===== src/rtl/core/assert_macros.svh =====
// ----------------------------------------------------------------------------
// Assertion macros
// Shared concurrent assertion forms for the core RTL.
// ----------------------------------------------------------------------------
`ifndef ASSERT_MACROS_SVH
`define ASSERT_MACROS_SVH

// Same-cycle implication, disabled during reset
`define ASSERT_IMPLIES(label, clk, rst, ante, cons, msg) \
   label: assert property (@(posedge clk) disable iff (rst) (ante) |-> (cons)) \
      else $error(msg);

// Next-cycle implication, disabled during reset
`define ASSERT_NEXT(label, clk, rst, ante, cons, msg) \
   label: assert property (@(posedge clk) disable iff (rst) (ante) |=> (cons)) \
      else $error(msg);

`endif


===== src/rtl/core/ble_pkg.sv =====
// ----------------------------------------------------------------------------
// ble_pkg
// Types, widths and constants of the battery level estimator.
// ----------------------------------------------------------------------------
`timescale 1ns / 1ps

package ble_pkg;

   // Ring depths and derived widths
   localparam int OPEN_DEPTH   = 32;
   localparam int LOADED_DEPTH = 32;
   localparam int RING_MAX     = (OPEN_DEPTH > LOADED_DEPTH) ? OPEN_DEPTH : LOADED_DEPTH;

   localparam int ADC_W    = 12;
   localparam int VREF_W   = 13;
   localparam int EXT_W    = 16;
   localparam int MV_W     = 13;
   localparam int OUT_MV_W = 16;
   localparam int PROD_W   = ADC_W + VREF_W;
   localparam int STEP_W   = $clog2(MV_W + 1);

   localparam int OPEN_CNT_W   = $clog2(OPEN_DEPTH + 1);
   localparam int LOADED_CNT_W = $clog2(LOADED_DEPTH + 1);
   localparam int OPEN_PTR_W   = (OPEN_DEPTH > 1) ? $clog2(OPEN_DEPTH) : 1;
   localparam int LOADED_PTR_W = (LOADED_DEPTH > 1) ? $clog2(LOADED_DEPTH) : 1;
   localparam int OPEN_SUM_W   = ADC_W + OPEN_CNT_W;
   localparam int LOADED_SUM_W = ADC_W + LOADED_CNT_W;
   localparam int CNT_W        = $clog2(RING_MAX + 1);
   localparam int SUM_W        = ADC_W + CNT_W;

   localparam logic [ADC_W-1:0]    ADC_MAX    = 12'd4095;
   localparam logic [OUT_MV_W-1:0] NO_SAMPLES = 16'hFFFF;

   // Sample kind codes
   localparam logic [1:0] KIND_OPEN   = 2'd1;
   localparam logic [1:0] KIND_LOADED = 2'd2;

   // Configuration port
   localparam int PADDR_W   = 3;
   localparam int PDATA_W   = 32;
   localparam int REG_IDX_W = PADDR_W - 2;
   localparam logic [REG_IDX_W-1:0] REG_VREF = 1'b0;
   localparam logic [REG_IDX_W-1:0] REG_EXT  = 1'b1;
   localparam logic [VREF_W-1:0]    VREF_RESET = 13'd4840;
   localparam logic [EXT_W-1:0]     EXT_RESET  = 16'd3250;

   // Discharge curve
   localparam int PCT_W        = 7;
   localparam int TABLE_POINTS = 8;
   localparam int SEG_W        = 3;
   localparam int LDIFF_W      = 9;
   localparam int LDC_W        = 6;
   localparam int LPROD_W      = LDIFF_W + LDC_W;
   localparam int LQ_W         = 6;
   localparam int LSTEP_W      = 3;

   localparam logic [MV_W-1:0] TABLE_MV [TABLE_POINTS] = '{
      13'd3200, 13'd2975, 13'd2900, 13'd2850, 13'd2800, 13'd2675, 13'd2525, 13'd2200
   };
   localparam logic [PCT_W-1:0] TABLE_PCT [TABLE_POINTS] = '{
      7'd100, 7'd99, 7'd98, 7'd95, 7'd80, 7'd40, 7'd20, 7'd0
   };

   // Sequencer states
   typedef enum logic [2:0] {
      TOP_IDLE,
      TOP_UPDATE,
      TOP_CONV,
      TOP_WAIT,
      TOP_LEVEL,
      TOP_LDIV,
      TOP_OUT
   } top_state_type;

   typedef enum logic [1:0] {
      CONV_IDLE,
      CONV_DIV_MEAN,
      CONV_MUL,
      CONV_DIV_SCALE
   } conv_state_type;

endpackage


===== src/rtl/core/ble_ram.sv =====
// ----------------------------------------------------------------------------
// ble_ram
// Generic single-write, single-read RAM with registered read data.
// ----------------------------------------------------------------------------
`timescale 1ns / 1ps

module ble_ram #(
   parameter int WIDTH = 12,
   parameter int DEPTH = 32,
   localparam int ADDR_W = (DEPTH > 1) ? $clog2(DEPTH) : 1
) (
   input  logic              clock,
   input  logic              wr_en,
   input  logic [ADDR_W-1:0] wr_addr,
   input  logic [WIDTH-1:0]  wr_data,
   input  logic [ADDR_W-1:0] rd_addr,
   output logic [WIDTH-1:0]  rd_data
);

   logic [WIDTH-1:0] mem_ff [DEPTH];
   logic [WIDTH-1:0] rd_data_ff;

   // Write port and registered read port
   always_ff @(posedge clock) begin
      if (wr_en) begin
         mem_ff[wr_addr] <= wr_data;
      end
      rd_data_ff <= mem_ff[rd_addr];
   end

   assign rd_data = rd_data_ff;

endmodule


===== src/rtl/core/ble_conv.sv =====
// ----------------------------------------------------------------------------
// ble_conv
// Bit-serial conversion of a ring sum to millivolts: mean by division,
// scale by the reference, divide by full scale.
// ----------------------------------------------------------------------------
`timescale 1ns / 1ps
`include "assert_macros.svh"

module ble_conv (
   input  logic                          clock,
   input  logic                          reset,
   input  logic                          start,
   input  logic [ble_pkg::SUM_W-1:0]     sum,
   input  logic [ble_pkg::CNT_W-1:0]     count,
   input  logic [ble_pkg::VREF_W-1:0]    vref,
   output logic                          busy,
   output logic [ble_pkg::OUT_MV_W-1:0]  mv
);
   import ble_pkg::*;

   conv_state_type        state_ff, state_in;
   logic [ADC_W-1:0]      rem_ff, rem_in;
   logic [MV_W-1:0]       sh_ff, sh_in;
   logic [PROD_W-1:0]     prod_ff, prod_in;
   logic [STEP_W-1:0]     step_ff, step_in;
   logic [ADC_W-1:0]      divisor_ff, divisor_in;
   logic [OUT_MV_W-1:0]   mv_ff, mv_in;

   logic [ADC_W-1:0]      div_divisor;
   logic [ADC_W:0]        trial;
   logic                  take;
   logic [ADC_W-1:0]      rem_step;
   logic [MV_W-1:0]       sh_step;
   logic [VREF_W:0]       mul_sum;
   logic [PROD_W-1:0]     prod_step;
   logic                  last_adc_step;
   logic                  last_mv_step;

   // One restoring divide step and one shift-add multiply step
   always_comb begin
      div_divisor   = (state_ff == CONV_DIV_MEAN) ? divisor_ff : ADC_MAX;
      trial         = {rem_ff, sh_ff[MV_W-1]};
      take          = (trial >= {1'b0, div_divisor});
      rem_step      = take ? ADC_W'(trial - {1'b0, div_divisor}) : trial[ADC_W-1:0];
      sh_step       = {sh_ff[MV_W-2:0], take};
      mul_sum       = {1'b0, prod_ff[PROD_W-1:ADC_W]} + (prod_ff[0] ? {1'b0, vref} : '0);
      prod_step     = {mul_sum, prod_ff[ADC_W-1:1]};
      last_adc_step = (step_ff == STEP_W'(ADC_W - 1));
      last_mv_step  = (step_ff == STEP_W'(MV_W - 1));
   end

   // Next state
   always_comb begin
      state_in = state_ff;
      case (state_ff)
         CONV_IDLE: begin
            if (start && (count != '0)) begin
               state_in = CONV_DIV_MEAN;
            end
         end
         CONV_DIV_MEAN: begin
            if (last_adc_step) begin
               state_in = CONV_MUL;
            end
         end
         CONV_MUL: begin
            if (last_adc_step) begin
               state_in = CONV_DIV_SCALE;
            end
         end
         CONV_DIV_SCALE: begin
            if (last_mv_step) begin
               state_in = CONV_IDLE;
            end
         end
         default: begin
            state_in = CONV_IDLE;
         end
      endcase
   end

   // Datapath per state
   always_comb begin
      rem_in     = rem_ff;
      sh_in      = sh_ff;
      prod_in    = prod_ff;
      step_in    = step_ff;
      divisor_in = divisor_ff;
      mv_in      = mv_ff;
      case (state_ff)
         CONV_IDLE: begin
            if (start) begin
               if (count == '0) begin
                  mv_in = NO_SAMPLES;
               end else begin
                  // High sum bits seed the remainder, low bits shift in
                  rem_in                   = ADC_W'(sum[SUM_W-1:ADC_W]);
                  sh_in                    = '0;
                  sh_in[MV_W-1 -: ADC_W]   = sum[ADC_W-1:0];
                  divisor_in               = ADC_W'(count);
                  step_in                  = '0;
               end
            end
         end
         CONV_DIV_MEAN: begin
            rem_in  = rem_step;
            sh_in   = sh_step;
            step_in = step_ff + 1'b1;
            if (last_adc_step) begin
               prod_in = PROD_W'(sh_step[ADC_W-1:0]);
               step_in = '0;
            end
         end
         CONV_MUL: begin
            prod_in = prod_step;
            step_in = step_ff + 1'b1;
            if (last_adc_step) begin
               rem_in  = prod_step[PROD_W-1:MV_W];
               sh_in   = prod_step[MV_W-1:0];
               step_in = '0;
            end
         end
         CONV_DIV_SCALE: begin
            rem_in  = rem_step;
            sh_in   = sh_step;
            step_in = step_ff + 1'b1;
            if (last_mv_step) begin
               mv_in = OUT_MV_W'(sh_step);
            end
         end
         default: begin
         end
      endcase
   end

   always_ff @(posedge clock) begin
      if (reset) begin
         state_ff <= CONV_IDLE;
      end else begin
         state_ff <= state_in;
      end
      rem_ff     <= rem_in;
      sh_ff      <= sh_in;
      prod_ff    <= prod_in;
      step_ff    <= step_in;
      divisor_ff <= divisor_in;
      mv_ff      <= mv_in;
   end

   assign busy = (state_ff != CONV_IDLE);
   assign mv   = mv_ff;

   `ASSERT_IMPLIES(a_mean_rem_bound, clock, reset, state_ff == CONV_DIV_MEAN, rem_ff < divisor_ff, "mean remainder not below count")
   `ASSERT_IMPLIES(a_scale_rem_bound, clock, reset, state_ff == CONV_DIV_SCALE, rem_ff < ADC_MAX, "scale remainder not below full scale")
   `ASSERT_NEXT(a_start_runs, clock, reset, state_ff == CONV_IDLE && start && count != '0, state_ff == CONV_DIV_MEAN, "start with samples did not begin the mean division")

endmodule


===== src/rtl/core/battery_level_estimator_top.sv =====
// ----------------------------------------------------------------------------
// battery_level_estimator_top
// Ring averages of open-circuit and loaded ADC samples in millivolts, and a
// capacity level interpolated over the discharge curve.
// ----------------------------------------------------------------------------
// Channel  Ports                                    Dir     Handshake
// req      req_sample_kind, req_adc_sample          in      req_valid / req_ready
// rsp      rsp_open_mv, rsp_loaded_mv,              out     rsp_valid / rsp_ready
//          rsp_level_pct, rsp_level_valid
// csr      psel, penable, pwrite, paddr, pwdata,    in/out  APB, pready tied high
//          prdata, pready
//
// An item runs from acceptance to a registered result through bit-serial steps:
// 12 divide, 12 multiply and 13 divide per ring in ble_conv, rings in parallel,
// then 6 level divide steps when the level is interpolated; an empty ring skips
// its steps. The next item is accepted only once the result is registered.
// Synchronous reset clears counts, sums, pointers and sequencers and restores
// the register defaults. A stalled result waits while the next item is accepted.
// ----------------------------------------------------------------------------
`timescale 1ns / 1ps
`include "assert_macros.svh"

module battery_level_estimator_top (
   input  logic                           clock,
   input  logic                           reset,
   // input items
   input  logic                           req_valid,
   output logic                           req_ready,
   input  logic [1:0]                     req_sample_kind,
   input  logic [15:0]                    req_adc_sample,
   // result items
   output logic                           rsp_valid,
   input  logic                           rsp_ready,
   output logic [ble_pkg::OUT_MV_W-1:0]   rsp_open_mv,
   output logic [ble_pkg::OUT_MV_W-1:0]   rsp_loaded_mv,
   output logic [ble_pkg::PCT_W-1:0]      rsp_level_pct,
   output logic                           rsp_level_valid,
   // configuration
   input  logic                           psel,
   input  logic                           penable,
   input  logic                           pwrite,
   input  logic [ble_pkg::PADDR_W-1:0]    paddr,
   input  logic [ble_pkg::PDATA_W-1:0]    pwdata,
   output logic [ble_pkg::PDATA_W-1:0]    prdata,
   output logic                           pready
);
   import ble_pkg::*;

   top_state_type             state_ff, state_in;

   logic [VREF_W-1:0]         vref_ff, vref_in;
   logic [EXT_W-1:0]          ext_ff, ext_in;

   logic [1:0]                kind_ff, kind_in;
   logic [ADC_W-1:0]          sample_ff, sample_in;

   logic [OPEN_CNT_W-1:0]     open_count_ff, open_count_in;
   logic [OPEN_PTR_W-1:0]     open_wpos_ff, open_wpos_in;
   logic [OPEN_SUM_W-1:0]     open_sum_ff, open_sum_in;
   logic [ADC_W-1:0]          open_rdata;
   logic                      open_push;
   logic                      open_full;

   logic [LOADED_CNT_W-1:0]   loaded_count_ff, loaded_count_in;
   logic [LOADED_PTR_W-1:0]   loaded_wpos_ff, loaded_wpos_in;
   logic [LOADED_SUM_W-1:0]   loaded_sum_ff, loaded_sum_in;
   logic [ADC_W-1:0]          loaded_rdata;
   logic                      loaded_push;
   logic                      loaded_full;

   logic                      conv_start;
   logic                      open_busy;
   logic                      loaded_busy;
   logic [OUT_MV_W-1:0]       open_mv;
   logic [OUT_MV_W-1:0]       loaded_mv;

   logic [SEG_W-1:0]          seg;
   logic [MV_W-1:0]           seg_vh;
   logic [MV_W-1:0]           seg_vl;
   logic [PCT_W-1:0]          seg_ch;
   logic [PCT_W-1:0]          seg_cl;
   logic [LDIFF_W-1:0]        ldiff;
   logic [LDC_W-1:0]          ldc;
   logic [LPROD_W-1:0]        lprod;
   logic [LDIFF_W-1:0]        ldvs;
   logic                      level_ok;
   logic                      top_clip;
   logic                      bot_clip;
   logic                      level_interp;

   logic [LDIFF_W-1:0]        lrem_ff, lrem_in;
   logic [LQ_W-1:0]           lsh_ff, lsh_in;
   logic [LSTEP_W-1:0]        lstep_ff, lstep_in;
   logic [LDIFF_W-1:0]        ldiv_ff, ldiv_in;
   logic [PCT_W-1:0]          lbase_ff, lbase_in;
   logic [PCT_W-1:0]          pct_ff, pct_in;
   logic                      lvalid_ff, lvalid_in;
   logic [LDIFF_W:0]          ltrial;
   logic                      ltake;
   logic [LDIFF_W-1:0]        lrem_step;
   logic [LQ_W-1:0]           lsh_step;
   logic                      last_lstep;

   logic                      out_free;
   logic                      rsp_valid_ff, rsp_valid_in;
   logic [OUT_MV_W-1:0]       rsp_open_mv_ff, rsp_open_mv_in;
   logic [OUT_MV_W-1:0]       rsp_loaded_mv_ff, rsp_loaded_mv_in;
   logic [PCT_W-1:0]          rsp_pct_ff, rsp_pct_in;
   logic                      rsp_lvalid_ff, rsp_lvalid_in;

   // Sample rings, read at the write pointer for the entry being replaced
   ble_ram #(.WIDTH(ADC_W), .DEPTH(OPEN_DEPTH)) u_open_ram (
      .clock   (clock),
      .wr_en   (open_push),
      .wr_addr (open_wpos_ff),
      .wr_data (sample_ff),
      .rd_addr (open_wpos_ff),
      .rd_data (open_rdata)
   );

   ble_ram #(.WIDTH(ADC_W), .DEPTH(LOADED_DEPTH)) u_loaded_ram (
      .clock   (clock),
      .wr_en   (loaded_push),
      .wr_addr (loaded_wpos_ff),
      .wr_data (sample_ff),
      .rd_addr (loaded_wpos_ff),
      .rd_data (loaded_rdata)
   );

   // Averaging units, one per ring, run side by side
   ble_conv u_open_conv (
      .clock (clock),
      .reset (reset),
      .start (conv_start),
      .sum   (SUM_W'(open_sum_ff)),
      .count (CNT_W'(open_count_ff)),
      .vref  (vref_ff),
      .busy  (open_busy),
      .mv    (open_mv)
   );

   ble_conv u_loaded_conv (
      .clock (clock),
      .reset (reset),
      .start (conv_start),
      .sum   (SUM_W'(loaded_sum_ff)),
      .count (CNT_W'(loaded_count_ff)),
      .vref  (vref_ff),
      .busy  (loaded_busy),
      .mv    (loaded_mv)
   );

   // Ring bookkeeping: replace the oldest entry in the running sum once full
   always_comb begin
      open_push   = (state_ff == TOP_UPDATE) && (kind_ff == KIND_OPEN);
      open_full   = (open_count_ff == OPEN_CNT_W'(OPEN_DEPTH));
      open_sum_in = open_sum_ff;
      open_wpos_in  = open_wpos_ff;
      open_count_in = open_count_ff;
      if (open_push) begin
         open_sum_in = open_sum_ff + OPEN_SUM_W'(sample_ff)
                       - OPEN_SUM_W'(open_full ? open_rdata : '0);
         open_wpos_in = (open_wpos_ff == OPEN_PTR_W'(OPEN_DEPTH - 1)) ? '0
                        : open_wpos_ff + 1'b1;
         if (!open_full) begin
            open_count_in = open_count_ff + 1'b1;
         end
      end

      loaded_push   = (state_ff == TOP_UPDATE) && (kind_ff == KIND_LOADED);
      loaded_full   = (loaded_count_ff == LOADED_CNT_W'(LOADED_DEPTH));
      loaded_sum_in = loaded_sum_ff;
      loaded_wpos_in  = loaded_wpos_ff;
      loaded_count_in = loaded_count_ff;
      if (loaded_push) begin
         loaded_sum_in = loaded_sum_ff + LOADED_SUM_W'(sample_ff)
                         - LOADED_SUM_W'(loaded_full ? loaded_rdata : '0);
         loaded_wpos_in = (loaded_wpos_ff == LOADED_PTR_W'(LOADED_DEPTH - 1)) ? '0
                          : loaded_wpos_ff + 1'b1;
         if (!loaded_full) begin
            loaded_count_in = loaded_count_ff + 1'b1;
         end
      end
   end

   // Curve segment lookup and level divider step
   always_comb begin
      level_ok = (loaded_count_ff != '0) && (loaded_mv <= ext_ff);
      top_clip = (loaded_mv >= OUT_MV_W'(TABLE_MV[0]));
      bot_clip = (loaded_mv <= OUT_MV_W'(TABLE_MV[TABLE_POINTS-1]));
      level_interp = level_ok && !top_clip && !bot_clip;

      // lowest segment whose lower point lies at or below the voltage
      seg = SEG_W'(TABLE_POINTS - 2);
      for (int i = TABLE_POINTS - 2; i >= 0; i--) begin
         if (loaded_mv >= OUT_MV_W'(TABLE_MV[i+1])) begin
            seg = SEG_W'(i);
         end
      end
      seg_vh = TABLE_MV[seg];
      seg_vl = TABLE_MV[SEG_W'(seg + 1'b1)];
      seg_ch = TABLE_PCT[seg];
      seg_cl = TABLE_PCT[SEG_W'(seg + 1'b1)];
      ldiff  = LDIFF_W'(loaded_mv - OUT_MV_W'(seg_vl));
      ldc    = LDC_W'(seg_ch - seg_cl);
      lprod  = LPROD_W'(ldiff) * LPROD_W'(ldc);
      ldvs   = LDIFF_W'(seg_vh - seg_vl);

      ltrial     = {lrem_ff, lsh_ff[LQ_W-1]};
      ltake      = (ltrial >= {1'b0, ldiv_ff});
      lrem_step  = ltake ? LDIFF_W'(ltrial - {1'b0, ldiv_ff}) : ltrial[LDIFF_W-1:0];
      lsh_step   = {lsh_ff[LQ_W-2:0], ltake};
      last_lstep = (lstep_ff == LSTEP_W'(LQ_W - 1));

      out_free = !rsp_valid_ff || rsp_ready;
   end

   // Next state
   always_comb begin
      state_in = state_ff;
      case (state_ff)
         TOP_IDLE: begin
            if (req_valid) begin
               state_in = TOP_UPDATE;
            end
         end
         TOP_UPDATE: begin
            state_in = TOP_CONV;
         end
         TOP_CONV: begin
            state_in = TOP_WAIT;
         end
         TOP_WAIT: begin
            if (!open_busy && !loaded_busy) begin
               state_in = TOP_LEVEL;
            end
         end
         TOP_LEVEL: begin
            state_in = level_interp ? TOP_LDIV : TOP_OUT;
         end
         TOP_LDIV: begin
            if (last_lstep) begin
               state_in = TOP_OUT;
            end
         end
         TOP_OUT: begin
            if (out_free) begin
               state_in = TOP_IDLE;
            end
         end
         default: begin
            state_in = TOP_IDLE;
         end
      endcase
   end

   // Outputs and datapath per state
   always_comb begin
      req_ready        = 1'b0;
      conv_start       = 1'b0;
      kind_in          = kind_ff;
      sample_in        = sample_ff;
      lrem_in          = lrem_ff;
      lsh_in           = lsh_ff;
      lstep_in         = lstep_ff;
      ldiv_in          = ldiv_ff;
      lbase_in         = lbase_ff;
      pct_in           = pct_ff;
      lvalid_in        = lvalid_ff;
      rsp_open_mv_in   = rsp_open_mv_ff;
      rsp_loaded_mv_in = rsp_loaded_mv_ff;
      rsp_pct_in       = rsp_pct_ff;
      rsp_lvalid_in    = rsp_lvalid_ff;
      rsp_valid_in     = rsp_valid_ff && !rsp_ready;
      case (state_ff)
         TOP_IDLE: begin
            req_ready = 1'b1;
            if (req_valid) begin
               kind_in   = req_sample_kind;
               sample_in = (req_adc_sample > 16'(ADC_MAX)) ? ADC_MAX
                           : req_adc_sample[ADC_W-1:0];
            end
         end
         TOP_CONV: begin
            conv_start = 1'b1;
         end
         TOP_LEVEL: begin
            lvalid_in = level_ok;
            if (!level_ok) begin
               pct_in = '0;
            end else if (top_clip) begin
               pct_in = TABLE_PCT[0];
            end else if (bot_clip) begin
               pct_in = TABLE_PCT[TABLE_POINTS-1];
            end else begin
               // quotient stays below 2^LQ_W, so the high bits seed the remainder
               lrem_in  = LDIFF_W'(lprod >> LQ_W);
               lsh_in   = lprod[LQ_W-1:0];
               ldiv_in  = ldvs;
               lbase_in = seg_cl;
               lstep_in = '0;
            end
         end
         TOP_LDIV: begin
            lrem_in  = lrem_step;
            lsh_in   = lsh_step;
            lstep_in = lstep_ff + 1'b1;
            if (last_lstep) begin
               pct_in = PCT_W'(lsh_step) + lbase_ff;
            end
         end
         TOP_OUT: begin
            if (out_free) begin
               rsp_valid_in     = 1'b1;
               rsp_open_mv_in   = open_mv;
               rsp_loaded_mv_in = loaded_mv;
               rsp_pct_in       = pct_ff;
               rsp_lvalid_in    = lvalid_ff;
            end
         end
         default: begin
         end
      endcase
   end

   // Register writes
   always_comb begin
      vref_in = vref_ff;
      ext_in  = ext_ff;
      if (psel && penable && pwrite) begin
         case (paddr[PADDR_W-1:2])
            REG_VREF: vref_in = pwdata[VREF_W-1:0];
            REG_EXT:  ext_in  = pwdata[EXT_W-1:0];
            default: begin
            end
         endcase
      end
   end

   // Register reads
   always_comb begin
      case (paddr[PADDR_W-1:2])
         REG_VREF: prdata = PDATA_W'(vref_ff);
         REG_EXT:  prdata = PDATA_W'(ext_ff);
         default:  prdata = '0;
      endcase
   end

   always_ff @(posedge clock) begin
      if (reset) begin
         state_ff        <= TOP_IDLE;
         vref_ff         <= VREF_RESET;
         ext_ff          <= EXT_RESET;
         open_count_ff   <= '0;
         open_wpos_ff    <= '0;
         open_sum_ff     <= '0;
         loaded_count_ff <= '0;
         loaded_wpos_ff  <= '0;
         loaded_sum_ff   <= '0;
         rsp_valid_ff    <= 1'b0;
      end else begin
         state_ff        <= state_in;
         vref_ff         <= vref_in;
         ext_ff          <= ext_in;
         open_count_ff   <= open_count_in;
         open_wpos_ff    <= open_wpos_in;
         open_sum_ff     <= open_sum_in;
         loaded_count_ff <= loaded_count_in;
         loaded_wpos_ff  <= loaded_wpos_in;
         loaded_sum_ff   <= loaded_sum_in;
         rsp_valid_ff    <= rsp_valid_in;
      end
      kind_ff          <= kind_in;
      sample_ff        <= sample_in;
      lrem_ff          <= lrem_in;
      lsh_ff           <= lsh_in;
      lstep_ff         <= lstep_in;
      ldiv_ff          <= ldiv_in;
      lbase_ff         <= lbase_in;
      pct_ff           <= pct_in;
      lvalid_ff        <= lvalid_in;
      rsp_open_mv_ff   <= rsp_open_mv_in;
      rsp_loaded_mv_ff <= rsp_loaded_mv_in;
      rsp_pct_ff       <= rsp_pct_in;
      rsp_lvalid_ff    <= rsp_lvalid_in;
   end

   assign pready          = 1'b1;
   assign rsp_valid       = rsp_valid_ff;
   assign rsp_open_mv     = rsp_open_mv_ff;
   assign rsp_loaded_mv   = rsp_loaded_mv_ff;
   assign rsp_level_pct   = rsp_pct_ff;
   assign rsp_level_valid = rsp_lvalid_ff;

   `ASSERT_IMPLIES(a_open_wpos_tracks_count, clock, reset, open_count_ff != OPEN_CNT_W'(OPEN_DEPTH), OPEN_CNT_W'(open_wpos_ff) == open_count_ff, "open write pointer out of step with count")
   `ASSERT_IMPLIES(a_loaded_count_bound, clock, reset, 1'b1, loaded_count_ff <= LOADED_CNT_W'(LOADED_DEPTH), "loaded count above ring depth")
   `ASSERT_IMPLIES(a_level_range, clock, reset, rsp_valid_ff, (rsp_lvalid_ff && rsp_pct_ff <= 7'd100) || (!rsp_lvalid_ff && rsp_pct_ff == '0), "level out of range for its valid flag")

endmodule


===== config.mk =====
export PLATFORM = sky130hd
export DESIGN_NAME = battery_level_estimator_top
export DESIGN_NICKNAME = d
export VERILOG_FILES = /design/src/rtl/core/ble_pkg.sv /design/src/rtl/core/ble_ram.sv /design/src/rtl/core/ble_conv.sv /design/src/rtl/core/battery_level_estimator_top.sv
export VERILOG_INCLUDE_DIRS = /design/src /design/src/rtl/core
export SDC_FILE = /design/constraint.sdc
export NUM_CORES = 2
export LEC_CHECK = 0
export ABC_CLOCK_PERIOD_IN_PS = 11400
export BUFFER_PORTS_ARGS = -buffer_cell sky130_fd_sc_hd__buf_2
export CORE_MARGIN = 2
export CORE_UTILIZATION = 45
export DETAILED_ROUTE_END_ITERATION = 10
export GPL_ROUTABILITY_DRIVEN = 0
export HOLD_SLACK_MARGIN = 0.08
export PLACE_DENSITY = 0.66
export RECOVER_POWER = 50
export SKIP_LAST_GASP = 1
export SLEW_MARGIN = 30
export SYNTH_ARGS = -nofsm -noshare
export SYNTH_HDL_FRONTEND = slang
export SYNTH_SLANG_ARGS = --single-unit
export TNS_END_PERCENT = 50

===== constraint.sdc =====
create_clock -name clock -period 11.4 [get_ports clock]
set_clock_uncertainty 0.2 [all_clocks]
set_input_delay 0.57 -clock clock [delete_from_list [all_inputs] [get_ports clock]]
set_output_delay 0.57 -clock clock [all_outputs]
set_load 0.03 [all_outputs]

### Word-level counts from Yosys, hierarchy flattened

Memories as Yosys holds them, arrays and structs flattened. A register that Yosys moved wholly into a read port is not among the register bits.
Cells that the tools add are included.

| cells by class | value |
|---|---|
| $mul | 1 |
| $lt $le $gt $ge | 15 |
| equal/unequal tests | 45 |
| reduce and logical (&&, ||, !) cells | 58 |
| bitwise gates (word level) | 9 |
| multiplexer cells | 103 |
| $add $sub $neg | 21 |

Operators by type and width:

| cell | count |
|---|---|
| 12-bit 2-to-1 mux | 12 |
| 16-bit by 12-bit >= comparator with 1-bit output (second input constant) | 7 |
| 13-bit 2-to-1 mux | 8 |
| 25-bit case mux with 2 select lines | 2 |
| 16-bit 2-to-1 mux | 6 |
| 13-bit case mux with 3 select lines | 2 |
| 9-bit 2-to-1 mux | 8 |
| 12-bit case mux with 3 select lines | 2 |
| 16-bit case mux with 2 select lines | 2 |
| 32-bit case mux with 2 select lines | 1 |
| 25-bit 2-to-1 mux | 2 |
| 7-bit 2-to-1 mux | 6 |
| 18-bit by 12-bit adder with 18-bit output | 2 |
| 3-bit 2-to-1 mux | 12 |
| 18-bit by 12-bit subtractor with 18-bit output | 2 |
| 6-bit 2-to-1 mux | 5 |
| 13-bit by 14-bit adder with 14-bit output | 2 |
| 4-bit AND reduction | 7 |
| 9-bit subtractor | 3 |
| 13-bit by 12-bit >= comparator with 1-bit output | 2 |
| 4-bit 2-to-1 mux | 6 |
| 2-bit by 1-bit != test with 1-bit output (second input constant) | 12 |
| 4-bit case mux with 3 select lines | 2 |
| 12-bit subtractor | 2 |
| other kinds (44) | 137 |

| word-level totals | value |
|---|---|
| ROM bits | 320 |
| memories kept | 6 |
| bits in registers | 343 |
| RAM bits | 768 |
| input port bits | 60 |
| word-level logic and storage cells | 295 |
| output and inout bits | 75 |

Memories:

| name | depth | bits a word | rd ports | clocked after memory_dff | wr ports | line | text |
|---|---|---|---|---|---|---|---|
| u_loaded_ram.mem_ff | 32 | 12 | 1 | 1 | 1 | ble_ram.sv:20 | `logic [WIDTH-1:0] mem_ff [DEPTH];` |
| u_open_ram.mem_ff | 32 | 12 | 1 | 1 | 1 | ble_ram.sv:20 |  |
| (no name shown) | 8 | 13 | 1 | 0 | 0 | battery_level_estimator_top.sv:201 | `seg_vl = TABLE_MV[SEG_W'(seg + 1'b1)];` |
| (no name shown) | 8 | 13 | 1 | 0 | 0 | battery_level_estimator_top.sv:200 | `seg_vh = TABLE_MV[seg];` |
| (no name shown) | 8 | 7 | 1 | 0 | 0 | battery_level_estimator_top.sv:203 | `seg_cl = TABLE_PCT[SEG_W'(seg + 1'b1)];` |
| (no name shown) | 8 | 7 | 1 | 0 | 0 | battery_level_estimator_top.sv:202 | `seg_ch = TABLE_PCT[seg];` |

### Longest topological paths before layout

| depth | value |
|---|---|
| depth after elaboration | 18 |
| gate-level depth with buffers | 35 |
| depth with buffers taken out | 34 |

### Cells and area by module

A second synthesis with hierarchy kept.

| second synthesis, totals | value |
|---|---|
| cells, all modules | 4,105 |
| area, all modules | 53,734.0 um^2 |

Modules (own cells, without submodules):

| module | instances | area each (um^2) | cells an instance | seq. area each (um^2) |
|---|---|---|---|---|
| ble_ram | 2 | 15,468.6 | 868 | 11,771.3 |
| battery_level_estimator_top | 1 | 13,531.7 | 1,517 | 4,674.5 |
| ble_conv (u_loaded_conv) | 1 | 4,664.5 | 428 | 2,262.2 |
| ble_conv (u_open_conv) | 1 | 4,600.7 | 424 | 2,262.2 |

### Worst setup path after synthesis

OpenSTA, ideal clock, no wires.

| timing path | value |
|---|---|
| kind | flip-flop to flip-flop |
| start | reg u_loaded_conv.mv_ff[11], in the netlist u_loaded_conv.mv[11] |
| end | reg lrem_ff[7] (data pin) |
| cell stages (with the launch flop) | 35 |
| buffers on the path | 1 |
| setup time | 266 ps |
| data arrival time | 7,544 ps |
| period minus slack after synthesis | 8,010 ps |
| path slack | 3,390 ps |
| data required time | 10,934 ps |
| cells stage by stage | edfxtp_1 > a211oi_4 > o211ai_1 > nor2b_1 > nor2_1 > nand2_1 > inv_1 > ha_1 > buf_1 > xnor2_2 > nor2_1 > a31oi_1 > inv_1 > ha_1 > nor2b_1 > o21ai_0 > nand2b_1 > a21o_1 > a21o_1 > xnor2_1 > nor2_1 > fa_1 > inv_1 > fa_1 > inv_1 > fa_1 > ha_1 > a21o_1 > a21oi_1 > nor2b_1 > o21a_1 > o41ai_1 > o21ai_0 > xnor2_1 > mux2i_1 |

| between the ends | value |
|---|---|
| cells in the longest elaborated chain, start to end | 18 |
| elaborated cells between the ends (all ways) | 31 |
| those cells by class | 3 x add/sub; 1 x mul; 6 x order compare; 16 x mux; 2 x bitwise; 3 x memory |

RTL lines:

| item | line | text |
|---|---|---|
| from (decl) | ble_conv.sv:27 | `logic [OUT_MV_W-1:0] mv_ff, mv_in;` |
| from (signal assigned) | ble_conv.sv:147 | `mv_ff <= mv_in;` |
| 16-bit by 12-bit >= comparator with 1-bit output | battery_level_estimator_top.sv:196 | `if (loaded_mv >= OUT_MV_W'(TABLE_MV[i+1])) begin` |
| 2-bit 2-to-1 mux | battery_level_estimator_top.sv:196 |  |
| 3-bit 2-to-1 mux (4 in series) | battery_level_estimator_top.sv:196 |  |
| 3-bit 2-to-1 mux (*) | battery_level_estimator_top.sv:196 |  |
| 3-bit by 1-bit adder with 3-bit output | battery_level_estimator_top.sv:201, battery_level_estimator_top.sv:203 |  |
| 3-bit inverter with 4-bit output (implied by the code) | battery_level_estimator_top.sv:201, battery_level_estimator_top.sv:203 |  |
| memory 8 x 13 bit / memory 8 x 7 bit (equally long branches) | -- |  |
| 9-bit 2-to-1 mux (implied by the code) / 7-bit 2-to-1 mux (equally long branches) (2 in series) | battery_level_estimator_top.sv:201, battery_level_estimator_top.sv:203 |  |
| 9-bit subtractor / 6-bit subtractor (equally long branches) | battery_level_estimator_top.sv:204, battery_level_estimator_top.sv:205 |  |
| 9-bit by 6-bit multiplier with 15-bit output (*) | battery_level_estimator_top.sv:206 | `lprod = LPROD_W'(ldiff) * LPROD_W'(ldc);` |
| 9-bit 2-to-1 mux (*) | battery_level_estimator_top.sv:293 | `end else if (bot_clip) begin` |
| 9-bit 2-to-1 mux (*) | battery_level_estimator_top.sv:291 | `end else if (top_clip) begin` |
| 9-bit 2-to-1 mux (*) | battery_level_estimator_top.sv:289 | `if (!level_ok) begin` |
| 9-bit case mux with 2 select lines (*) | battery_level_estimator_top.sv:275 | `case (state_ff)` |
| net lrem_in[7] | battery_level_estimator_top.sv:91 | `logic [LDIFF_W-1:0] lrem_ff, lrem_in;` |
| to (signal assigned) | battery_level_estimator_top.sv:375 | `lrem_ff <= lrem_in;` |
| to (decl) | battery_level_estimator_top.sv:91 |  |

The timed path passes the listed nets; every way through them passes the cells marked *. The select of a mux whose other input is x is not followed.
A chain may end at the register's enable or synchronous reset.

### Final worst setup path

| timing path | value |
|---|---|
| start | reg u_loaded_conv.mv_ff[1], in the netlist u_loaded_conv.mv[1] |
| end | reg lrem_ff[7] (data pin) |

| between the ends | value |
|---|---|
| cells in the longest elaborated chain, start to end | 18 |
| elaborated cells between the ends (all ways) | 31 |
| those cells by class | 3 x add/sub; 1 x mul; 6 x order compare; 16 x mux; 2 x bitwise; 3 x memory |

RTL lines:

| item | line |
|---|---|
| 16-bit by 12-bit >= comparator with 1-bit output | battery_level_estimator_top.sv:196 |
| 2-bit 2-to-1 mux | battery_level_estimator_top.sv:196 |
| 3-bit 2-to-1 mux (5 in series) | battery_level_estimator_top.sv:196 |
| 3-bit by 1-bit adder with 3-bit output | battery_level_estimator_top.sv:201, battery_level_estimator_top.sv:203 |
| 3-bit inverter with 4-bit output (implied by the code) | battery_level_estimator_top.sv:201, battery_level_estimator_top.sv:203 |
| memory 8 x 13 bit / memory 8 x 7 bit (equally long branches) | -- |
| 9-bit 2-to-1 mux (implied by the code) / 7-bit 2-to-1 mux (equally long branches) (2 in series) | battery_level_estimator_top.sv:201, battery_level_estimator_top.sv:203 |
| 9-bit subtractor / 6-bit subtractor (equally long branches) | battery_level_estimator_top.sv:204, battery_level_estimator_top.sv:205 |
| 9-bit by 6-bit multiplier with 15-bit output (*) | battery_level_estimator_top.sv:206 |
| 9-bit 2-to-1 mux (*) | battery_level_estimator_top.sv:293 |
| 9-bit 2-to-1 mux (*) | battery_level_estimator_top.sv:291 |
| 9-bit 2-to-1 mux (*) | battery_level_estimator_top.sv:289 |
| 9-bit case mux with 2 select lines (*) | battery_level_estimator_top.sv:275 |
| net lrem_in[7] | battery_level_estimator_top.sv:91 |

Marks and branches as above.

==> run summary <==
The library cell with the highest instance count after synthesis is sky130_fd_sc_hd__edfxtp_1. The final period utilization came out at 0.852. Power spread over the standard cell area amounts to 171 mW/mm2. The number of global-route vias before repair came out at 30,300. The number of antenna violations at the first check in global routing is 0.

The maximum number of pins on one net before global-route repair came out at 67. The starting density of the core is 0.453. Of all nets on the critical path, the largest fanout is 10. The worst min-delay path category is in -> reg. After clock tree synthesis, the clock-pin slew on the worst setup and hold paths is 60 ps. The register area share after synthesis is 0.621. For this block, the initial DRC count from the detailed router was 2,710. The commonest cells after synthesis are sky130_fd_sc_hd__edfxtp_1 (1,007), sky130_fd_sc_hd__nor2_1 (271), sky130_fd_sc_hd__inv_1 (245), sky130_fd_sc_hd__nand2_1 (210), sky130_fd_sc_hd__mux4_2 (193).

The row count is roughly 130. The flow ran to the end, but the final reports show violations. The first global-routing pass estimated ~180,000 um of wire. The arrival time of data at the critical path endpoint came out at between 9000 and 10,000 ps. The largest total area in the synthesized netlist belongs to sky130_fd_sc_hd__edfxtp_1. In this run the vertical extent of the chip is ~350 um. CTS saw 1,126 sinks.

The number of distinct library cells after synthesis is 80. The half-perimeter wire length of the detailed placement result came out at 73,600 um. The top-area cell type share of the netlist area came out at 0.576. STA puts the critical path data required time at 11,580 ps.

Measured along the x axis, the die boundary spans 346 um. The post-layout instance area is 0.0588 mm2. The DRC violations left came out at 0. The number of iterations in the first detailed-routing pass came out at 5. The final antenna-violating net count came out at 0. The number of top-level pins came out at 135. The number of stages on the worst hold path is 5.

The most frequently used flop master after synthesis is sky130_fd_sc_hd__edfxtp_1. The post-layout net count is 4,143. STA classifies the critical path startpoint as a flop. The maximum resistive drop on vdd came out at between 0.15 and 0.2 mV.

The final setup TNS came out at 0 ps. The tree is rooted in a sky130_fd_sc_hd__clkbuf_16. The maximum number of buffers from clock root to sink is 3. For the worst-skew pair, the clock arrives at the later sink with an insertion delay of 700 ps. The critical path crosses 33 cells after its start point. The detailed-route vias per instance came out at 5.62. The proportion of synthesized flip-flops having asynchronous set or reset came out at 0. The worst setup timing slack at the placement stage is 2300 ps. The floorplan die area is 0.119 mm2. The cell area that synthesis handed to floorplanning was 0.0525 mm2. The tool flagged a number of max-cap violations equal to 18. The setup path with the least slack is of type reg -> reg. In the post-synthesis netlist, the biggest area contributors are sky130_fd_sc_hd__edfxtp_1 (58%), sky130_fd_sc_hd__mux4_2 (8.3%), sky130_fd_sc_hd__ha_1 (4.6%). The delay of the slowest cell on the worst path came out at ~800 ps. Setup repair after global routing left no endpoint under its margin. In the final routed layout, each cell accounts on average for 21.2 um. The core region area came out at 0.116 mm2. The final number of max-transition violations is 991. The final reports fail on capacitance limit, slew limit.

The average cell area after synthesis came out at 14.3 um2. The count of endpoints failing hold in the final timing report was 0. The slew at the pin with the worst max-slew slack came out at 3540 ps.

The number of flip-flops and latches in the synthesized netlist is 1,126. The critical path endpoint category is a flop. The count of flip-flops with a built-in enable after synthesis is 1,007.

The count of antenna diodes in the layout came out at 0. The leftover overflow at the end of global routing came out at 0. CTS built an H-tree with a depth of 3.

Together, buffers and inverters on the worst path number 4. The fraction of final layout cells with drive strength greater than 1 is 0.155. The family with the most delay on the worst path is compound AO/OA/AOI/OAI gates. The post-synthesis to final-layout area growth came out at 11.9%. The overall global routing resource usage came out at 0.191. The worst path meets setup with 1690 ps of slack.

Post-CTS repair changed the size of 0 cells. The total power after layout is 0.0101 W. The cell area reported after detailed placement is 0.0549 mm2.

The standby leakage power is 19.8 nW. The post-route minimum period is 9710 ps. The layout has 9,624 filler cells. The number of cells on the worst reg-to-reg path is 33.

Derived from the worst setup path, the maximum achievable clock frequency is roughly 0.10 GHz. The total number of yosys warnings came out at 0. The final wirelength came out at around 120,000 um.

The cell count after synthesis came out at approximately 3,700. The final-report setup violation count is 0. The worst slew slack as a fraction of its limit is -1.36. Among the stages of the critical path, the cell type that occurs most often is sky130_fd_sc_hd__inv_1. The slowest stage cell on the critical path is sky130_fd_sc_hd__o21ai_0. The TritonCTS clock tree is yes. Clock tree synthesis inserted a total of 112 buffers. The number of post-CTS setup repair buffers is 0.

Buffers placed on the I/O ports in this run total 99. The routed layout has slightly above 30,000 vias.
==> cells by family (layout without fill, tap and decap cells) <==
logic type               count (synthesis)  after routing  synth area share
buffers and inverters                  419            652            0.0317
multiplexers                           314            314             0.108
XOR/XNOR                                91             91            0.0156
flip-flops                            1126           1126             0.621
AND/OR/NAND/NOR                        903            903            0.0829
AO/OA/AOI/OAI                          573            573            0.0724
adder cells (fa/ha/maj)                252            252            0.0686
other                                    2             17          0.000143
==> registers in the layout, indices dropped and copies added, names as in the netlist, 14 cells and up <==
register,flops
u_open_conv.mv,14
rsp_open_mv,14
u_open_ram.mem_ff,384
loaded_sum_ff,18
open_sum_ff,18
ext_ff,16
u_loaded_ram.mem_ff,384
u_loaded_conv.mv,14
u_open_conv.prod_ff,25
u_loaded_conv.prod_ff,25
rsp_loaded_mv,14
==> cells in the final DEF, fill, tap and decap left out, types with 56 or more instances in the layout <==
cell                           n
sky130_fd_sc_hd__clkbuf_16   114
sky130_fd_sc_hd__nand3_1      56
sky130_fd_sc_hd__edfxtp_1   1007
sky130_fd_sc_hd__dfxtp_1     113
sky130_fd_sc_hd__nand2b_1     80
sky130_fd_sc_hd__nor3_1       61
sky130_fd_sc_hd__fa_1         60
sky130_fd_sc_hd__mux2_2       68
sky130_fd_sc_hd__mux4_2      193
sky130_fd_sc_hd__clkbuf_1     98
sky130_fd_sc_hd__a21oi_1     161
sky130_fd_sc_hd__nand2_1     210
sky130_fd_sc_hd__inv_1       245
sky130_fd_sc_hd__ha_1        191
sky130_fd_sc_hd__nor2_1      219
sky130_fd_sc_hd__o21ai_0     117
sky130_fd_sc_hd__xnor2_1      59
==> worst reg2reg max path, delay by kind of cell, from the launching register on <==
family                     cells  cell delay [ps]
AOI/OAI and AO/OA             12             3490
adders and majority gates      6             2590
xor gates and xnor gates       3              970
and+or+nand+nor                7              920
DFF                            1              570
buffers and inverters          4              560
muxes                          1               90
==> stage by stage <==
stage / util / cells / hold WS, ps
2_1_floorplan: - / 3695 / 200
3_3_place_gp: 0.472 / 5209 / 204
3_5_place_dp: 0.473 / 5209 / 205
4_1_cts: 0.508 / 5451 / 96.8
5_1_grt: 0.507 / 5452 / 192
6_report: 0.507 / 5452 / 149
==> area by class of cell <==
cell class | instances | area, um2 | area share
Clock buffer | 141 | 3010 | 0.0513
Clock inverter | 70 | 734 | 0.0125
Inverter | 247 | 927 | 0.0158
Multi-Input combinational cell | 2150 | 18400 | 0.314
Sequential cell | 1126 | 32600 | 0.555
Tap cell | 1524 | 1910 | 0.0324
Timing Repair Buffer | 194 | 1130 | 0.0193
==> power breakdown <==
part / internal (W) / switching [W]
Clock: 0.00216 / 0.00159
Combinational: 0.000626 / 0.000902
Sequential: 0.00468 / 0.000113
Total: 0.00746 / 0.00260
==> timing repair <==
item                                   CTS  global route
hold buffers                            31             0
setup endpoints to repair                0             0
endpoints found under the hold margin   46             0
==> worst paths after layout <==
check             slack [ps]                 from             end
setup / recovery        1690  u_loaded_conv.mv[1]      lrem_ff[7]
hold / removal           150              penable      ext_ff[13]
setup reg to reg        1690  u_loaded_conv.mv[1]      lrem_ff[7]
hold reg to reg          220    u_open_conv.mv[7]  rsp_open_mv[7]
==> metal layers <==
layer	routed length (um)	part of all wire	GRT usage
met2	55300	0.48	0.313
met5	0	0	0
met1	50300	0.44	0.265
met3	6830	0.059	0.0290
met4	3070	0.027	0.0579
(Power assumes the default switching activity.)
